==> src/rtl/core/ntpts_pkg.sv <==
// Package for the NTP timestamp parser: packet offsets, time constants,
// status codes and the job struct handed to the time calculation.
// No dependencies.
package ntpts_pkg;

    // Packet layout
    localparam int unsigned MIN_PACKET_BYTES = 48;
    localparam int unsigned SECONDS_FIRST    = 40;
    localparam int unsigned FRACTION_FIRST   = 44;
    localparam int unsigned COUNT_W          = 6;
    localparam logic [COUNT_W-1:0] COUNT_MAX = '1;
    localparam logic [7:0]  LEAP_MASK        = 8'b1100_0000;

    // Time conversion
    localparam int unsigned TIME_W   = 61;
    localparam int unsigned DIFF_W   = 31;   // seconds past the Unix epoch
    localparam int unsigned WORD_W   = 32;
    localparam int unsigned NS_W     = 30;
    localparam int unsigned FRAC_NS_W = 30;
    localparam logic [WORD_W-1:0] EPOCH_OFFSET_S = 32'd2208988800;
    localparam logic [NS_W-1:0]   NS_PER_S       = 30'd1000000000;

    // Result status codes
    typedef enum logic [1:0] {
        ST_OK        = 2'd0,
        ST_SHORT     = 2'd1,
        ST_LEAP      = 2'd2,
        ST_PRE_EPOCH = 2'd3
    } t_status;

    // One finished packet, ready for conversion
    typedef struct packed {
        logic [DIFF_W-1:0] diff;     // zero on error
        logic [WORD_W-1:0] frac;     // zero on error
        t_status           status;
    } t_calc_job;

endpackage

==> src/rtl/core/ntpts_if.sv <==
// Valid/ready channel interfaces for the NTP timestamp parser:
// the packet byte stream and the result stream. No dependencies.
interface ntpts_byte_if;
    logic       valid;
    logic       ready;
    logic [7:0] data_byte;
    logic       last_byte;

    modport source (output valid, output data_byte, output last_byte, input ready);
    modport sink   (input valid, input data_byte, input last_byte, output ready);
endinterface

interface ntpts_result_if;
    logic        valid;
    logic        ready;
    logic [60:0] unix_time_ns;
    logic [1:0]  status;

    modport source (output valid, output unix_time_ns, output status, input ready);
    modport sink   (input valid, input unix_time_ns, input status, output ready);
endinterface

==> src/rtl/core/ntpts_time_calc.sv <==
// Two-stage conversion of a finished packet to Unix nanoseconds:
// product registers, then the final add into the output register.
// Depends on ntpts_pkg and ntpts_result_if.
module ntpts_time_calc
    import ntpts_pkg::*;
(
    input  logic                  i_clk,
    input  logic                  i_rst_n,
    input  logic                  i_job_valid,
    input  t_calc_job             i_job,
    output logic                  o_job_ready,
    ntpts_result_if.source        o_result
);

    logic                     r_p_v;
    logic [TIME_W-1:0]        r_p_sec;
    logic [FRAC_NS_W-1:0]     r_p_frac;
    t_status                  r_p_status;

    logic                     r_o_v;
    logic [TIME_W-1:0]        r_o_time;
    t_status                  r_o_status;

    logic                     o_load;
    logic                     p_load;
    logic [2*WORD_W-3:0]      w_frac_prod;   // 62 bits

    // Stage hand-off: a stage loads when empty or when it empties this cycle
    assign o_load      = !r_o_v || o_result.ready;
    assign p_load      = !r_p_v || o_load;
    assign o_job_ready = p_load;

    assign w_frac_prod = (2*WORD_W-2)'(i_job.frac) * NS_PER_S;

    // Control valid bits
    always_ff @(posedge i_clk) begin
        if (!i_rst_n) begin
            r_p_v <= 1'b0;
            r_o_v <= 1'b0;
        end else begin
            if (p_load) r_p_v <= i_job_valid;
            if (o_load) r_o_v <= r_p_v;
        end
    end

    // Product stage: whole seconds and fraction scaled to nanoseconds
    always_ff @(posedge i_clk) begin
        if (p_load && i_job_valid) begin
            r_p_sec    <= TIME_W'(i_job.diff) * NS_PER_S;
            r_p_frac   <= w_frac_prod[2*WORD_W-3:WORD_W];
            r_p_status <= i_job.status;
        end
    end

    // Output stage: final sum
    always_ff @(posedge i_clk) begin
        if (o_load && r_p_v) begin
            r_o_time   <= r_p_sec + TIME_W'(r_p_frac);
            r_o_status <= r_p_status;
        end
    end

    assign o_result.valid        = r_o_v;
    assign o_result.unix_time_ns = r_o_time;
    assign o_result.status       = r_o_status;

endmodule

==> src/rtl/core/ntp_timestamp_parser.sv <==
// NTP reply parser: transmit timestamp to Unix nanoseconds.
// Throughput: one packet byte per cycle, back to back, across packet boundaries,
// while the output does not stall. After the last byte's transaction the result
// passes the job, product and output registers; output stalls back up.
// Reset (synchronous, active low) empties the pipeline and restarts packet count.
// Depends on ntpts_pkg, ntpts_if and ntpts_time_calc.
module ntp_timestamp_parser
    import ntpts_pkg::*;
#(
    parameter int unsigned MIN_BYTES = MIN_PACKET_BYTES
) (
    input  logic           i_clk,
    input  logic           i_rst_n,
    ntpts_byte_if.sink     i_byte,
    ntpts_result_if.source o_result
);

    // Per-packet state
    logic [COUNT_W-1:0] r_count;
    logic               r_leap;
    logic [WORD_W-1:0]  r_sec;
    logic [WORD_W-1:0]  r_frac;

    logic [COUNT_W-1:0] n_count;
    logic               n_leap;
    logic [WORD_W-1:0]  n_sec;
    logic [WORD_W-1:0]  n_frac;

    // Job register
    logic               r_j_v;
    t_calc_job          r_j;
    t_calc_job          n_j;

    logic               job_ready;
    logic               accept;
    logic [DIFF_W-1:0]  sec_diff;

    assign i_byte.ready = !r_j_v || job_ready;
    assign accept       = i_byte.valid && i_byte.ready;

    // Capture the byte by position; count saturates
    always_comb begin
        n_leap  = r_leap;
        n_sec   = r_sec;
        n_frac  = r_frac;
        n_count = (r_count == COUNT_MAX) ? r_count : r_count + 1'b1;
        if (r_count == '0) begin
            n_leap = (i_byte.data_byte & LEAP_MASK) == LEAP_MASK;
        end else if (r_count inside {[SECONDS_FIRST:SECONDS_FIRST+3]}) begin
            n_sec = {r_sec[WORD_W-9:0], i_byte.data_byte};
        end else if (r_count inside {[FRACTION_FIRST:FRACTION_FIRST+3]}) begin
            n_frac = {r_frac[WORD_W-9:0], i_byte.data_byte};
        end
    end

    // Checks in priority order; errors zero the operands
    assign sec_diff = DIFF_W'(n_sec - EPOCH_OFFSET_S);

    always_comb begin
        n_j.diff   = '0;
        n_j.frac   = '0;
        if (n_count < COUNT_W'(MIN_BYTES)) begin
            n_j.status = ST_SHORT;
        end else if (n_leap) begin
            n_j.status = ST_LEAP;
        end else if (n_sec <= EPOCH_OFFSET_S) begin
            n_j.status = ST_PRE_EPOCH;
        end else begin
            n_j.status = ST_OK;
            n_j.diff   = sec_diff;
            n_j.frac   = n_frac;
        end
    end

    // Packet control state
    always_ff @(posedge i_clk) begin
        if (!i_rst_n) begin
            r_count <= '0;
            r_leap  <= 1'b0;
            r_j_v   <= 1'b0;
        end else begin
            if (accept && i_byte.last_byte) begin
                r_j_v <= 1'b1;
            end else if (job_ready) begin
                r_j_v <= 1'b0;
            end
            if (accept) begin
                if (i_byte.last_byte) begin
                    r_count <= '0;
                    r_leap  <= 1'b0;
                end else begin
                    r_count <= n_count;
                    r_leap  <= n_leap;
                end
            end
        end
    end

    // Timestamp words and job payload; fully rewritten before use
    always_ff @(posedge i_clk) begin
        if (accept) begin
            r_sec  <= n_sec;
            r_frac <= n_frac;
            if (i_byte.last_byte) r_j <= n_j;
        end
    end

    ntpts_time_calc u_calc (
        .i_clk       (i_clk),
        .i_rst_n     (i_rst_n),
        .i_job_valid (r_j_v),
        .i_job       (r_j),
        .o_job_ready (job_ready),
        .o_result    (o_result)
    );

endmodule
==> src/flat_wrapper.sv <==
// flat-port wrapper written by rule: the top's interface ports become plain ports
module ntp_timestamp_parser_flat import ntpts_pkg::*;
#(
    parameter int unsigned MIN_BYTES = MIN_PACKET_BYTES
)
  (i_clk, i_rst_n, i_byte_valid, i_byte_data_byte, i_byte_last_byte, i_byte_ready, o_result_valid, o_result_unix_time_ns, o_result_status, o_result_ready);
  ntpts_byte_if i_byte_i ();
  ntpts_result_if o_result_i ();
  input  logic i_clk;
  input  logic i_rst_n;
  input wire logic [$bits(i_byte_i.valid)-1:0] i_byte_valid;
  input wire logic [$bits(i_byte_i.data_byte)-1:0] i_byte_data_byte;
  input wire logic [$bits(i_byte_i.last_byte)-1:0] i_byte_last_byte;
  output wire logic [$bits(i_byte_i.ready)-1:0] i_byte_ready;
  output wire logic [$bits(o_result_i.valid)-1:0] o_result_valid;
  output wire logic [$bits(o_result_i.unix_time_ns)-1:0] o_result_unix_time_ns;
  output wire logic [$bits(o_result_i.status)-1:0] o_result_status;
  input wire logic [$bits(o_result_i.ready)-1:0] o_result_ready;
  assign i_byte_i.valid = i_byte_valid;
  assign i_byte_i.data_byte = i_byte_data_byte;
  assign i_byte_i.last_byte = i_byte_last_byte;
  assign i_byte_ready = i_byte_i.ready;
  assign o_result_valid = o_result_i.valid;
  assign o_result_unix_time_ns = o_result_i.unix_time_ns;
  assign o_result_status = o_result_i.status;
  assign o_result_i.ready = o_result_ready;
  ntp_timestamp_parser #(.MIN_BYTES(MIN_BYTES)) u_core (.i_clk(i_clk), .i_rst_n(i_rst_n), .i_byte(i_byte_i), .o_result(o_result_i));
endmodule
==> config.mk <==
export PLATFORM = sky130hd
export DESIGN_NAME = ntp_timestamp_parser_flat
export DESIGN_NICKNAME = d
export VERILOG_FILES = /design/src/rtl/core/ntpts_pkg.sv /design/src/rtl/core/ntpts_if.sv /design/src/rtl/core/ntpts_time_calc.sv /design/src/rtl/core/ntp_timestamp_parser.sv /design/src/flat_wrapper.sv
export SDC_FILE = /design/constraint.sdc
export NUM_CORES = 2
export LEC_CHECK = 0
export BUFFER_PORTS_ARGS = -buffer_cell sky130_fd_sc_hd__buf_2
export CORE_MARGIN = 1
export CORE_UTILIZATION = 41
export CTS_CLUSTER_DIAMETER = 50
export CTS_CLUSTER_SIZE = 14
export DETAILED_ROUTE_END_ITERATION = 8
export PLACE_DENSITY = 0.55
export SETUP_SLACK_MARGIN = 0.5
export SLEW_MARGIN = 25
export SYNTH_ARGS = -nofsm -noshare
export SYNTH_HDL_FRONTEND = slang
export SYNTH_SLANG_ARGS = --single-unit
==> constraint.sdc <==
create_clock -name i_clk -period 11.41 [get_ports i_clk]
set_clock_uncertainty 0.2 [all_clocks]
set_input_delay 2.282 -clock i_clk [delete_from_list [all_inputs] [get_ports i_clk]]
set_output_delay 2.282 -clock i_clk [all_outputs]
set_load 0.05 [all_outputs]
==> results.ini <==
[yosys]
avgSynthCellArea_um2 = 10.8
synth_ff_type = edfxtp_1
netlist_instances = 3546
synth.cell_area_um2 = 38400
synth-edff-count = 276
synth_top_area_share_pct = 32.0
synth_nets = 4719
synth.area.top_cells = fa_1, edfxtp_1, ha_1
ys_ff_latch = 286
async_reset_ff_share_pct = 0
synth_compound_area_share_pct = 6.68
synth-adder-area-share_pct = 49.8
synthSimpleGateAreaFrac_pct = 6.54
ys_types = 74
synth_top_family_by_area = adder cells
post_synth_mux_area_share_pct = 1.35
yosysTopAreaCell = fa_1
yosysWarnings = 0
synth_xor_xnor_area_share_pct = 3.45
seq_area_frac_synth_pct = 22.1

[floorplan]
start_util_pct = 41.6
core_um2 = 92200
die_h_um = 308
die_width_um = 308
num_rows = 111
die-area_um2 = 94800
ioPinCount = 78

[cts]
clk_latency_ns = 0.59
cts_sinks = 286
clk_pin_slew_ns = 0.07
cts_buffers = 44
post_cts_buffers = 0
clk_path_buf_depth = 3
cts_resized = 0
holdBufCountCts = 0
cts_root_buf = clkbuf_16
cts_tree = yes
htreeDepth = 2

[drt]
drt_iter0_drc = 1473
ant_nets = 0
routedWlPerCell_um = 17.9
routed_via_density = 4.86
route.detailed.drc = 0
vias = 23900
routed_wl_um = 87800
firstDrtPassIters = 5

[critical_path]
cp-end-kind = flop
worst_ep_required_time_ns = 11.54
worstReg2RegStart = u_core.r_j[38]
crit_start = u_core.r_j[38]
cp-start-kind = flop
cp.arrival_ns = 7.72
worst-path-max-fanout = 9
worstSetupPathType = flop to flop

[timing]
period_share_pct = 66.5
tightest_slew_ns = 0.939
max_freq_mhz = 132
hold_viol_final = 0
finalWorstSetupSlack_ns = 3.82
finalSetupTns_ns = 0
finalWorstPathRequiredPeriod_ns = 7.59
max_slew_margin_pct = 36.9
slew_violations = 0
grt_setup_unrepaired = no
setup_viol = 0

[finish]
fill_cells = 8727
final_util_pct = 45.2
multi_input_area_um2 = 26000
syn_to_final_growth_pct = 8.77
regArea_um2 = 8490
nets = 4813
drive_above_1_share_pct = 7.13
final_common_cell = inv_1
final_area_um2 = 41700
layout_common_cells = inv_1, fa_1, ha_1, edfxtp_1, nand2_1
diodes = 0

[grt]
grt_pass1_wl_um = 140000
grt_max_degree = 68
grt_pass1_vias = 24600
antenna_found_initial = 5
overflow = 0
grt_usage_pct = 19.2

[job]
cap_violations = 0

[placed_design]
pre_cts_slack_ns = 3.75
gp_congestion = 0.883
hpwlAfterDp_um = 75100
portBuffers = 77
place_area_um2 = 40200

[worst_hold_path]
min-delay-start = u_core.r_j[1]
hold_path.class = flop to flop

[outcome]
status = finished clean

[metrics by stage]
stage	hold slack [ns]	cells
after global routing	0.227	4917
after detailed placement	0.205	4837
after CTS	0.219	4917
after floorplan	0.200	3546
after global placement	0.202	4837
final	0.220	4917
[registers in the layout, summed over array words and instances (netlist names)]
name,flops
u_core.u_calc.o_result.status,2
u_core.u_calc.o_result.valid,1
u_core.r_leap,1
u_core.u_calc.r_p_frac,30
u_core.r_j,65
u_core.r_j_v,1
u_core.u_calc.r_p_sec,52
u_core.r_frac,32
u_core.r_sec,32
u_core.u_calc.r_p_v,1
u_core.u_calc.r_p_status,2
u_core.u_calc.o_result.unix_time_ns,61
u_core.r_count,6
[path summary, 6_finish.rpt]
check / end / slack (ns) / depth (start not counted)
setup / recovery: u_core.u_calc.r_p_sec[60] / 3.82 / 20
hold / removal: u_core.u_calc.r_p_status[1] / 0.22 / 0
setup reg to reg: u_core.u_calc.r_p_sec[60] / 3.82 / 20
hold reg to reg: u_core.u_calc.r_p_status[1] / 0.22 / 0
[cell type report]
| cell class | instances | share of cell area, % |
|---|---|---|
| well taps | 1243 | 3.73 |
| flip-flops and latches | 286 | 20.3 |
| repair buffers | 91 | 1.18 |
| clock inverters | 32 | 0.936 |
| multi-input cells | 2255 | 62.4 |
| clock buffers | 48 | 2.72 |
| inverters | 962 | 8.66 |
[synthesized netlist by cell type, drive strengths merged, types with 10 or more instances]
master / n
a211oi: 11
a21o: 58
a21oi: 134
a31oi: 22
and3: 22
buf: 15
clkbuf: 28
dfxtp: 10
edfxtp: 276
fa: 613
ha: 547
inv: 962
mux2: 34
mux2i: 13
nand2: 145
nand2b: 10
nand3: 44
nand4: 18
nor2: 115
nor2b: 51
nor3: 39
nor4: 13
o21a: 19
o21ai: 63
o21bai: 15
xnor2: 85
xor2: 66
[cell families (layout without fill, tap and decap cells)]
logic type               count (synthesis)  in the layout
multiplexers                            47             47
flip-flops                             286            286
AO/OA/AOI/OAI                          396            396
AND/OR/NAND/NOR                        501            501
buffers and inverters                 1005           1133
XOR/XNOR                               151            151
adder cells (fa/ha/maj)               1160           1160
[worst max-delay path, stage by stage (launching register included)]
cell	delay, ns
edfxtp_1	0.62
inv_1	0.12
fa_1	0.57
fa_1	0.44
fa_1	0.51
fa_1	0.54
fa_1	0.55
inv_1	0.06
fa_1	0.53
inv_1	0.05
fa_1	0.52
inv_1	0.04
ha_1	0.39
a21o_1	0.23
a31oi_1	0.16
o211ai_1	0.18
o31ai_1	0.69
o31ai_1	0.34
a211o_1	0.32
a21oi_1	0.17
xnor2_1	0.07
[layer usage]
layer  vias up  global-route usage [%]  wire length [um]
li1      11600                       -                 -
met1     11900                    29.7             44800
met2       398                    28.4             37600
met3        86                    2.80              3860
met4         6                    3.64              1480
met5         -                       0                40
Power is not shown: default switching activity piles up to over one toggle a cycle in this logic, so the estimate is an artifact.
